$ cat src/design/two_region_unit_map_allocator_defines.svh
// Assertion helpers used by the allocator module.
`ifndef TWO_REGION_UNIT_MAP_ALLOCATOR_DEFINES_SVH
`define TWO_REGION_UNIT_MAP_ALLOCATOR_DEFINES_SVH

// Same-cycle implication, checked on every rising edge out of reset.
`define TRUMA_CHECK_NOW(label, ante, cons, msg) \
    label: assert property (@(posedge i_clk) disable iff (!i_rst_n) (ante) |-> (cons)) \
        else $error(msg);

// Next-cycle implication, checked on every rising edge out of reset.
`define TRUMA_CHECK_NEXT(label, ante, cons, msg) \
    label: assert property (@(posedge i_clk) disable iff (!i_rst_n) (ante) |=> (cons)) \
        else $error(msg);

`endif

$ cat src/design/truma_pkg.sv
package truma_pkg;

    localparam int WORD_W    = 32;
    localparam int BIT_IDX_W = 5;
    localparam int POP_W     = 6;
    localparam int CNT_W     = 12;
    localparam int COUNT_W   = 11;
    localparam int START_W   = 10;
    localparam int PRIO_W    = 2;

    localparam logic KIND_ALLOC = 1'b0;
    localparam logic KIND_FREE  = 1'b1;

    localparam logic [PRIO_W-1:0] PRIO_REALTIME = 2'd0;

    // Summary of the free, in-range units of one map word.
    typedef struct packed {
        logic [WORD_W-1:0]    free_bits;
        logic [POP_W-1:0]     free_cnt;
        logic [BIT_IDX_W-1:0] low_idx;
    } t_word_info;

endpackage

$ cat src/design/two_region_unit_map_allocator.sv
// Flow: a beat with an empty range goes straight to DONE; otherwise the scan walks the
//   32-unit map words of its range, and an allocation that ends inside a word then places
//   its units in that word one by one (up to 32).
// Throughput: one item at a time, next beat taken the cycle after the result loads; the map
//   RAM read-modify-write of one word per cycle sets the pace (30 words for a normal scan).
// Reset: synchronous, active low; counters return to region sizes, per-word valid bits clear so the map reads as free.
`include "two_region_unit_map_allocator_defines.svh"

module two_region_unit_map_allocator #(
    parameter int MAP_UNITS     = 1024,
    parameter int REALTIME_BASE = 960
) (
    input  logic                                 i_clk,
    input  logic                                 i_rst_n,
    input  logic                                 i_in_valid,
    output logic                                 o_in_stall,
    input  logic                                 i_kind,
    input  logic [truma_pkg::PRIO_W-1:0]         i_priority_level,
    input  logic [truma_pkg::COUNT_W-1:0]        i_unit_count,
    input  logic [truma_pkg::START_W-1:0]        i_start_unit,
    output logic                                 o_out_valid,
    input  logic                                 i_out_stall,
    output logic signed [truma_pkg::CNT_W-1:0]   o_start_position,
    output logic signed [truma_pkg::CNT_W-1:0]   o_normal_units_left,
    output logic signed [truma_pkg::CNT_W-1:0]   o_realtime_units_left
);

    // The whole map reads as free right after reset, so no clearing pass is needed.

    localparam int WORD_W   = truma_pkg::WORD_W;
    localparam int CNT_W    = truma_pkg::CNT_W;
    localparam int COUNT_W  = truma_pkg::COUNT_W;
    localparam int BI_W     = truma_pkg::BIT_IDX_W;
    localparam int WORDS    = (MAP_UNITS + WORD_W - 1) / WORD_W;
    localparam int AW       = $clog2(WORDS);
    localparam int POS_W    = $clog2(MAP_UNITS + 1);
    localparam int SW       = (POS_W > CNT_W) ? POS_W : CNT_W;
    localparam int NORM_END = (REALTIME_BASE < MAP_UNITS) ? REALTIME_BASE : MAP_UNITS;

    localparam logic [SW-1:0]    MAP_END      = SW'(MAP_UNITS);
    localparam logic [SW-1:0]    NORM_END_P   = SW'(NORM_END);
    localparam logic [SW-1:0]    RT_BASE_P    = SW'(REALTIME_BASE);
    localparam logic [CNT_W-1:0] NORMAL_RESET = CNT_W'(REALTIME_BASE);
    localparam logic [CNT_W-1:0] RT_RESET     = CNT_W'(MAP_UNITS - NORM_END);

    typedef enum logic [3:0] {
        S_IDLE = 4'b0001,
        S_RUN  = 4'b0010,
        S_BIT  = 4'b0100,
        S_DONE = 4'b1000
    } t_state;

    // Control state
    t_state              r_state, n_state;
    logic                r_rd_more, n_rd_more;
    logic                r_pv;
    logic                r_out_valid, n_out_valid;
    logic [CNT_W-1:0]    r_nm, n_nm;
    logic [CNT_W-1:0]    r_rt, n_rt;
    logic [WORDS-1:0]    r_row_valid;

    // Item payload and scan position
    logic                r_kind, n_kind;
    logic [COUNT_W-1:0]  r_count, n_count;
    logic [COUNT_W-1:0]  r_left, n_left;
    logic [SW-1:0]       r_lo, n_lo;
    logic [SW-1:0]       r_hi, n_hi;
    logic [SW-1:0]       r_stop, n_stop;
    logic [AW-1:0]       r_rd_word, n_rd_word;
    logic [AW-1:0]       r_last_word, n_last_word;
    logic [AW-1:0]       r_pw;
    logic [AW-1:0]       r_bw, n_bw;
    logic [WORD_W-1:0]   r_word, n_word;
    logic                r_rd_row_ok;
    logic [CNT_W-1:0]    r_out_pos;
    logic [CNT_W-1:0]    r_out_nm;
    logic [CNT_W-1:0]    r_out_rt;

    // Accept-time decode
    logic                in_acc;
    logic [SW-1:0]       acc_sum;
    logic [SW-1:0]       acc_lo;
    logic [SW-1:0]       acc_hi;
    logic [SW-1:0]       acc_hi_m1;
    logic                acc_empty;

    // Map RAM and word evaluation
    logic                ram_rd_en;
    logic [AW-1:0]       ram_rd_addr;
    logic [WORD_W-1:0]   ram_rd_data;
    logic                ram_wr_en;
    logic [AW-1:0]       ram_wr_addr;
    logic [WORD_W-1:0]   ram_wr_data;
    logic [AW-1:0]       ev_idx;
    logic [WORD_W-1:0]   ev_data;
    logic [WORD_W-1:0]   ev_mask;
    truma_pkg::t_word_info ev_info;
    logic                out_load;

    // Take a new beat only between items; a held result does not block acceptance.
    assign o_in_stall = (r_state != S_IDLE);
    assign in_acc     = i_in_valid && !o_in_stall;
    assign out_load   = (r_state == S_DONE) && (!r_out_valid || !i_out_stall);

    // Region bounds of the incoming beat. Allocate walks a whole region, free walks its range
    // clipped at the map end.
    always_comb begin
        acc_sum = SW'(i_start_unit) + SW'(i_unit_count);
        if (i_kind == truma_pkg::KIND_ALLOC) begin
            if (i_priority_level == truma_pkg::PRIO_REALTIME) begin
                acc_lo = NORM_END_P;
                acc_hi = MAP_END;
            end else begin
                acc_lo = '0;
                acc_hi = NORM_END_P;
            end
            acc_empty = (i_unit_count == '0) || (acc_lo >= acc_hi);
        end else begin
            acc_lo    = SW'(i_start_unit);
            acc_hi    = (acc_sum > MAP_END) ? MAP_END : acc_sum;
            acc_empty = (acc_hi <= acc_lo);
        end
        acc_hi_m1 = acc_hi - SW'(1);
    end

    // Stream reads one word ahead of the write-back while scanning.
    assign ram_rd_en   = (r_state == S_RUN) && r_rd_more;
    assign ram_rd_addr = r_rd_word;

    // Evaluate either the word just read or the word held for unit-by-unit placement.
    // Rows never written since reset read as all free.
    assign ev_idx  = (r_state == S_BIT) ? r_bw : r_pw;
    assign ev_data = (r_state == S_BIT) ? r_word : (r_rd_row_ok ? ram_rd_data : '0);

    always_comb begin
        logic [SW-1:0] pos;
        for (int b = 0; b < WORD_W; b++) begin
            pos        = SW'({ev_idx, BI_W'(b)});
            ev_mask[b] = (pos >= r_lo) && (pos < r_hi);
        end
    end

    truma_word_eval u_eval (
        .i_data (ev_data),
        .i_mask (ev_mask),
        .o_info (ev_info)
    );

    truma_ram #(
        .WIDTH (WORD_W),
        .DEPTH (WORDS)
    ) u_map_ram (
        .i_clk     (i_clk),
        .i_wr_en   (ram_wr_en),
        .i_wr_addr (ram_wr_addr),
        .i_wr_data (ram_wr_data),
        .i_rd_en   (ram_rd_en),
        .i_rd_addr (ram_rd_addr),
        .o_rd_data (ram_rd_data)
    );

    always_comb begin
        n_state     = r_state;
        n_rd_more   = r_rd_more;
        n_nm        = r_nm;
        n_rt        = r_rt;
        n_kind      = r_kind;
        n_count     = r_count;
        n_left      = r_left;
        n_lo        = r_lo;
        n_hi        = r_hi;
        n_stop      = r_stop;
        n_rd_word   = r_rd_word;
        n_last_word = r_last_word;
        n_bw        = r_bw;
        n_word      = r_word;
        ram_wr_en   = 1'b0;
        ram_wr_addr = r_pw;
        ram_wr_data = ev_data | ev_info.free_bits;

        unique case (r_state)
            S_IDLE: begin
                if (in_acc) begin
                    n_kind      = i_kind;
                    n_count     = i_unit_count;
                    n_left      = i_unit_count;
                    n_lo        = acc_lo;
                    n_hi        = acc_hi;
                    n_rd_more   = 1'b1;
                    n_rd_word   = acc_lo[AW+BI_W-1:BI_W];
                    n_last_word = acc_hi_m1[AW+BI_W-1:BI_W];
                    if (i_kind == truma_pkg::KIND_ALLOC) begin
                        // Charge the region up front; availability is not checked.
                        if (i_priority_level == truma_pkg::PRIO_REALTIME) begin
                            n_rt = r_rt - CNT_W'(i_unit_count);
                        end else begin
                            n_nm = r_nm - CNT_W'(i_unit_count);
                        end
                        n_stop = acc_lo;
                    end else begin
                        // Credit goes by the region of the first unit, full count.
                        if (SW'(i_start_unit) >= RT_BASE_P) begin
                            n_rt = r_rt + CNT_W'(i_unit_count);
                        end else begin
                            n_nm = r_nm + CNT_W'(i_unit_count);
                        end
                        n_stop = '0;
                    end
                    n_state = acc_empty ? S_DONE : S_RUN;
                end
            end
            S_RUN: begin
                if (r_rd_more) begin
                    n_rd_word = r_rd_word + AW'(1);
                    if (r_rd_word == r_last_word) begin
                        n_rd_more = 1'b0;
                    end
                end
                if (r_pv) begin
                    if (r_kind == truma_pkg::KIND_FREE) begin
                        // Clear the in-range units of this word.
                        ram_wr_en   = 1'b1;
                        ram_wr_data = ev_data & ~ev_mask;
                        if (r_pw == r_last_word) begin
                            n_state = S_DONE;
                        end
                    end else if (r_left > COUNT_W'(ev_info.free_cnt)) begin
                        // Whole word taken: mark every free unit and move on.
                        ram_wr_en = 1'b1;
                        n_left    = r_left - COUNT_W'(ev_info.free_cnt);
                        if (r_pw == r_last_word) begin
                            n_stop  = r_hi;
                            n_state = S_DONE;
                        end
                    end else begin
                        // The request ends inside this word: hold it and place unit by unit.
                        n_word  = ev_data;
                        n_bw    = r_pw;
                        n_state = S_BIT;
                    end
                end
            end
            S_BIT: begin
                n_word[ev_info.low_idx] = 1'b1;
                n_left                  = r_left - COUNT_W'(1);
                if (r_left == COUNT_W'(1)) begin
                    ram_wr_en   = 1'b1;
                    ram_wr_addr = r_bw;
                    ram_wr_data = n_word;
                    n_stop      = SW'({r_bw, ev_info.low_idx}) + SW'(1);
                    n_state     = S_DONE;
                end
            end
            S_DONE: begin
                if (out_load) begin
                    n_state = S_IDLE;
                end
            end
            default: begin
                n_state = S_IDLE;
            end
        endcase
    end

    // Output register: load from DONE, drop once the beat is taken.
    always_comb begin
        if (out_load) begin
            n_out_valid = 1'b1;
        end else if (!i_out_stall) begin
            n_out_valid = 1'b0;
        end else begin
            n_out_valid = r_out_valid;
        end
    end

    always_ff @(posedge i_clk) begin
        if (!i_rst_n) begin
            r_state     <= S_IDLE;
            r_rd_more   <= 1'b0;
            r_pv        <= 1'b0;
            r_out_valid <= 1'b0;
            r_nm        <= NORMAL_RESET;
            r_rt        <= RT_RESET;
            r_row_valid <= '0;
        end else begin
            r_state     <= n_state;
            r_rd_more   <= n_rd_more;
            r_pv        <= ram_rd_en;
            r_out_valid <= n_out_valid;
            r_nm        <= n_nm;
            r_rt        <= n_rt;
            if (ram_wr_en) begin
                r_row_valid[ram_wr_addr] <= 1'b1;
            end
        end
    end

    always_ff @(posedge i_clk) begin
        r_kind      <= n_kind;
        r_count     <= n_count;
        r_left      <= n_left;
        r_lo        <= n_lo;
        r_hi        <= n_hi;
        r_stop      <= n_stop;
        r_rd_word   <= n_rd_word;
        r_last_word <= n_last_word;
        r_bw        <= n_bw;
        r_word      <= n_word;
        if (ram_rd_en) begin
            r_pw        <= r_rd_word;
            r_rd_row_ok <= r_row_valid[r_rd_word];
        end
        if (out_load) begin
            r_out_pos <= (r_kind == truma_pkg::KIND_ALLOC) ?
                         CNT_W'(r_stop - SW'(r_count)) : '0;
            r_out_nm  <= r_nm;
            r_out_rt  <= r_rt;
        end
    end

    assign o_out_valid           = r_out_valid;
    assign o_start_position      = r_out_pos;
    assign o_normal_units_left   = r_out_nm;
    assign o_realtime_units_left = r_out_rt;

    `TRUMA_CHECK_NOW(a_rmw_no_overlap, ram_rd_en && ram_wr_en, ram_rd_addr != ram_wr_addr,
                     "map read and write hit the same word")
    `TRUMA_CHECK_NEXT(a_accept_blocks, in_acc, o_in_stall, "second beat entered during an item")
    `TRUMA_CHECK_NOW(a_bit_left, r_state == S_BIT, r_left != '0, "unit placement with nothing left")
    `TRUMA_CHECK_NEXT(a_done_loads, out_load, o_out_valid && (r_state == S_IDLE),
                      "result not loaded on finish")

endmodule

$ cat src/design/truma_ram.sv
module truma_ram #(
    parameter int WIDTH = 32,
    parameter int DEPTH = 32
) (
    input  logic                     i_clk,
    input  logic                     i_wr_en,
    input  logic [$clog2(DEPTH)-1:0] i_wr_addr,
    input  logic [WIDTH-1:0]         i_wr_data,
    input  logic                     i_rd_en,
    input  logic [$clog2(DEPTH)-1:0] i_rd_addr,
    output logic [WIDTH-1:0]         o_rd_data
);

    logic [WIDTH-1:0] r_mem [DEPTH];
    logic [WIDTH-1:0] r_rd_data;

    always_ff @(posedge i_clk) begin
        if (i_wr_en) begin
            r_mem[i_wr_addr] <= i_wr_data;
        end
        if (i_rd_en) begin
            r_rd_data <= r_mem[i_rd_addr];
        end
    end

    assign o_rd_data = r_rd_data;

endmodule

$ cat src/design/truma_word_eval.sv
module truma_word_eval (
    input  logic [truma_pkg::WORD_W-1:0] i_data,
    input  logic [truma_pkg::WORD_W-1:0] i_mask,
    output truma_pkg::t_word_info        o_info
);

    // Count and locate free units per byte, then merge the four bytes.
    always_comb begin
        logic [truma_pkg::WORD_W-1:0] free_bits;
        logic [3:0]                   byte_cnt [4];
        logic [2:0]                   byte_idx [4];
        logic [3:0]                   byte_has;
        free_bits = ~i_data & i_mask;
        for (int g = 0; g < 4; g++) begin
            byte_cnt[g] = '0;
            byte_idx[g] = '0;
            byte_has[g] = |free_bits[g*8 +: 8];
            for (int b = 7; b >= 0; b--) begin
                byte_cnt[g] = byte_cnt[g] + 4'(free_bits[g*8 + b]);
                if (free_bits[g*8 + b]) begin
                    byte_idx[g] = 3'(b);
                end
            end
        end
        o_info.free_bits = free_bits;
        o_info.free_cnt  = truma_pkg::POP_W'(byte_cnt[0]) + truma_pkg::POP_W'(byte_cnt[1])
                         + truma_pkg::POP_W'(byte_cnt[2]) + truma_pkg::POP_W'(byte_cnt[3]);
        o_info.low_idx   = '0;
        for (int g = 3; g >= 0; g--) begin
            if (byte_has[g]) begin
                o_info.low_idx = {2'(g), byte_idx[g]};
            end
        end
    end

endmodule

$ cat config.mk
export PLATFORM = sky130hd
export DESIGN_NAME = two_region_unit_map_allocator
export DESIGN_NICKNAME = d
export VERILOG_FILES = /design/src/design/truma_pkg.sv /design/src/design/two_region_unit_map_allocator.sv /design/src/design/truma_ram.sv /design/src/design/truma_word_eval.sv
export VERILOG_INCLUDE_DIRS = /design/src /design/src/design
export SDC_FILE = /design/constraint.sdc
export NUM_CORES = 2
export LEC_CHECK = 0
export BUFFER_PORTS_ARGS = -buffer_cell sky130_fd_sc_hd__buf_2
export CORE_MARGIN = 2
export CORE_UTILIZATION = 36
export DETAILED_ROUTE_END_ITERATION = 7
export SLEW_MARGIN = 30
export SYNTH_ARGS = -nofsm -noshare
export SYNTH_HDL_FRONTEND = slang
export SYNTH_SLANG_ARGS = --single-unit
$ cat constraint.sdc
create_clock -name i_clk -period 12.65 [get_ports i_clk]
set_input_delay 1.265 -clock i_clk [delete_from_list [all_inputs] [get_ports i_clk]]
set_output_delay 1.265 -clock i_clk [all_outputs]
set_load 0.01 [all_outputs]
==> Implementation_results.wiki <==
{| class="wikitable"
! Metric !! Value
|-
| Status || finished clean
|-
| Post-detailed-route via-to-cell ratio || 5.526
|-
| Detailed placement HPWL || 91860 um
|-
| Normalized max-slew margin || 29.31%
|-
| Initial antenna violation count || 2
|-
| Wire length of the first global-routing pass || 211000 um
|-
| Highest fanout seen on the critical path || 25
|-
| GRT overflow || 0
|-
| Diodes inserted || 0
|-
| Measured slew at the worst slew-check pin || 1060 ps
|-
| Global routing's busiest layer || met2
|-
| Max Freq || 89.79 MHz
|-
| Pwr Density || 198.2 mW/mm2
|-
| Standard-cell rows || 144
|-
| Max-capacitance violation count || 0
|-
| Hold violation total from the final report || 0
|-
| Iteration count of the initial detailed-routing pass || 5
|-
| Clock Latency Late Sink || 770 ps
|-
| Synthesized area divided by synthesized cell count || 16.86 um2
|-
| Crit-path slowest cell || or4b_4
|-
| Worst Skew || 44.49 ps
|-
| GR Layer Usage met2 || 28.66%
|-
| Capture endpoint of the worst hold path || r_row_valid[29]$_SDFFE_PN0P_
|-
| CTS Buf Count || 133
|-
| Global-route usage over all layers || 18.06%
|-
| Worst hold path cell count || 2
|-
| Final hold slack || 453.1 ps
|-
| Share of the synthesized area in the top cell type || 65.10%
|-
| Share of the cycle needed by the critical path after routing || 88.04%
|-
| Pin count of the biggest net entering global routing || 142
|-
| I/O pin count || 66
|-
| RSZ-0062 raised after global routing || false
|-
| Critical Path End Type || flip-flop
|-
| Cell area after synthesis || 0.05544 mm2
|-
| Worst reg2reg path startpoint || r_state[3]$_SDFFE_PN0P_
|-
| Maximum single-stage delay on the critical path || 750 ps
|-
| Terminus of the critical flop-to-flop path || u_map_ram.r_mem[26][19]$_DFFE_PP_
|-
| FF-to-FF path depth || 41
|-
| Area of the die || 0.1572 mm2
|-
| Number of buffers on the longest clock path || 3
|-
| DRT antenna net count || 0
|-
| Gate Count Post-Synth || 3288
|-
| Number of enable-type register cells in the synthesized netlist || 1202
|-
| Count of input and output buffers || 65
|-
| Net count reported at finish || 3603
|-
| DRT iter0 DRCs || 3145
|-
| Final WL || 142500 um
|-
| Data arrival time of the worst path || 11600 ps
|-
| Number of synthesis warnings || 0
|-
| Clk root buf || clkbuf_16
|-
| Total power || 12.68 mW
|-
| CTS clock-pin slew for the worst setup and hold paths || 60 ps
|-
| Proportion of register bits with asynchronous set or reset after synthesis || 0%
|-
| Number of synthesized register bits || 1265
|-
| Number of endpoints failing setup at the final stage || 0
|-
| Post-route cell area || 0.06395 mm2
|-
| Class of the tightest hold or removal check || flip-flop to flip-flop
|-
| Buffers inserted during post-CTS setup optimization || 0
|-
| Clock tree from TritonCTS || done
|-
| Global Route met3 Usage || 3.030%
|-
| Number of instances resized during post-cts repair || 0
|-
| Static leakage || 21.22 nW
|-
| Seq/Total Area, Yosys || 67.38%
|-
| Standard cell area after detailed placement || 0.05933 mm2
|-
| Commonest cells after routing, fill and taps aside || edfxtp_1, mux4_2, nand2_1, clkbuf_16, o21ai_0
|-
| Met1 Resource Use GR || 26.07%
|-
| Minimum clock period || 11140 ps
|-
| Most numerous cell on the critical path || inv_1
|-
| Die width || 396.4 um
|-
| CP Class || flip-flop to flip-flop
|-
| Data required time at the worst endpoint || 13110 ps
|-
| Reg-to-reg slack, setup || 1510 ps
|-
| Height of the die || 396.4 um
|-
| Hold Crit Start || r_row_valid[29]$_SDFFE_PN0P_
|-
| Most area-hungry cell type in the Yosys netlist || edfxtp_1
|-
| Setup crit start kind || flip-flop
|-
| Signed area change from the synthesized netlist to the final layout || 15.34%
|-
| Post-detailed-route wirelength per cell || 25.50 um
|-
| Leading post-synthesis cells by cell area || edfxtp_1, mux4_2, ha_1
|-
| Most common cell after layout, fill and taps aside || edfxtp_1
|-
| # H-tree levels || 4
|-
| Final max-slew violation count || 0
|-
| Worst-case vdd ir drop || 0.4885 mV
|-
| Number of global-route vias before repair || 30.59k
|-
| Number of distinct library cell variants in the gate-level netlist after synthesis || 92
|-
| DRC errors left || 0
|-
| Initial Util || 36.12%
|-
| Final core utilization || 41.66%
|-
| Std-Cell Core Area || 0.1535 mm2
|-
| Leading register cell type out of synthesis || edfxtp_1
|-
| Post-Synthesis Net Count || 3453
|-
| Setup TNS || 0 ps
|-
| Fraction of layout instances using a drive strength above 1 || 24.11%
|-
| Final weighted congestion of routability-driven global placement || 0.9021
|-
| Sink Count || 1265
|-
| Hold Buf Count CTS || 0
|-
| Count of vias placed by the detailed router || 30.89k
|}
## where the power goes
group,internal (mW),switching (mW)
Clock,2.26,1.67
Sequential,4.89,0.0699
Combinational,1.58,2.22
Total,8.72,3.95
## per-stage QoR
stage / setup WS, ps / std cells
4_1_cts: 1552 / 5582
3_3_place_gp: 1594 / 5330
5_1_grt: 799.9 / 5590
6_report: 1513 / 5590
3_5_place_dp: 1591 / 5339
2_1_floorplan: 1008 / 3288
## final cells by class
type	instances	area, um2
multi-input combinational	1724	17500
clock inverter	78	819.5
inverter	135	506.7
fill	13667	89560
sequential	1265	37360
clock buffer	165	3573
tap	2044	2557
timing repair buffer	179	1638
## state kept, by name (all words and copies together) (netlist names), 4 cells and up
signal	cells
o_normal_units_left	12
r_rd_word	5
r_lo	10
r_nm	12
r_left	11
r_hi	12
r_count	11
u_map_ram.r_mem	1024
r_rt	12
r_bw	5
r_row_valid	32
o_start_position	12
r_last_word	5
r_pw	5
o_realtime_units_left	12
u_map_ram.o_rd_data	32
r_stop	12
r_word	32
r_state	4
## critical path: cells and delay by family, from the launching register on
family                   cells  cell delay (ps)
AND/OR/NAND/NOR              8             2090
adder cells (fa/ha/maj)     10             3890
AO/OA/AOI/OAI               12             2970
flip-flops                   1              390
XOR/XNOR                     2              250
buffers and inverters        9             1190
## per-layer routing
layer	part of all wire [%]	vias up
met3	6.8	184
met2	47	1107
met5	0	-
li1	-	13418
met1	44	16183
met4	1.9	0
## logic make-up after synthesis
kind of cell / share of synthesized area [%]
DFF: 67.38
and+or+nand+nor: 5.236
AOI/OAI and AO/OA: 6.181
muxes: 14.34
buffers and inverters: 2.108
adders and majority gates: 3.457
xor gates and xnor gates: 1.295
other: 0.006764
## worst max-delay path by stage
stage	startpoint	endpoint	slack [ps]
finish	r_state[3]$_SDFFE_PN0P_	u_map_ram.r_mem[26][19]$_DFFE_PP_	1510
global route	r_state[3]$_SDFFE_PN0P_	u_map_ram.r_mem[26][19]$_DFFE_PP_	800
CTS	r_state[3]$_SDFFE_PN0P_	u_map_ram.r_mem[26][1]$_DFFE_PP_	1550
detailed placement	r_state[3]$_SDFFE_PN0P_	u_map_ram.r_mem[26][6]$_DFFE_PP_	1590
global placement	r_state[3]$_SDFFE_PN0P_	u_map_ram.r_mem[0][22]$_DFFE_PP_	1590
floorplan	r_state[3]$_SDFFE_PN0P_	u_map_ram.r_mem[10][0]$_DFFE_PP_	1010
## synth_stat cells (7+ instances only)
cell	number
nand2_1	173
and3_1	33
xnor2_1	42
a31oi_1	11
buf_2	16
fa_1	27
nor3b_1	7
or2_2	13
o221ai_1	11
and2_1	27
a22oi_1	16
clkbuf_1	115
o21ai_1	22
o31ai_1	10
mux2i_1	9
edfxtp_1	1202
nor3_1	35
a21o_1	31
a21boi_0	13
a211oi_1	10
nor2b_1	21
o21bai_1	25
a22o_1	10
xor2_1	40
nor4_1	11
mux4_2	330
a221oi_1	7
dfxtp_1	63
nand4_1	15
o22ai_1	19
o21ai_0	158
nor2_1	133
or3_1	12
a21oi_1	136
ha_1	110
nand2b_1	16
o211ai_1	11
inv_1	133
o21a_1	9
buf_1	29
mux2_2	38
nand3_1	43
No activity file was read; power rests on OpenSTA's default activity.
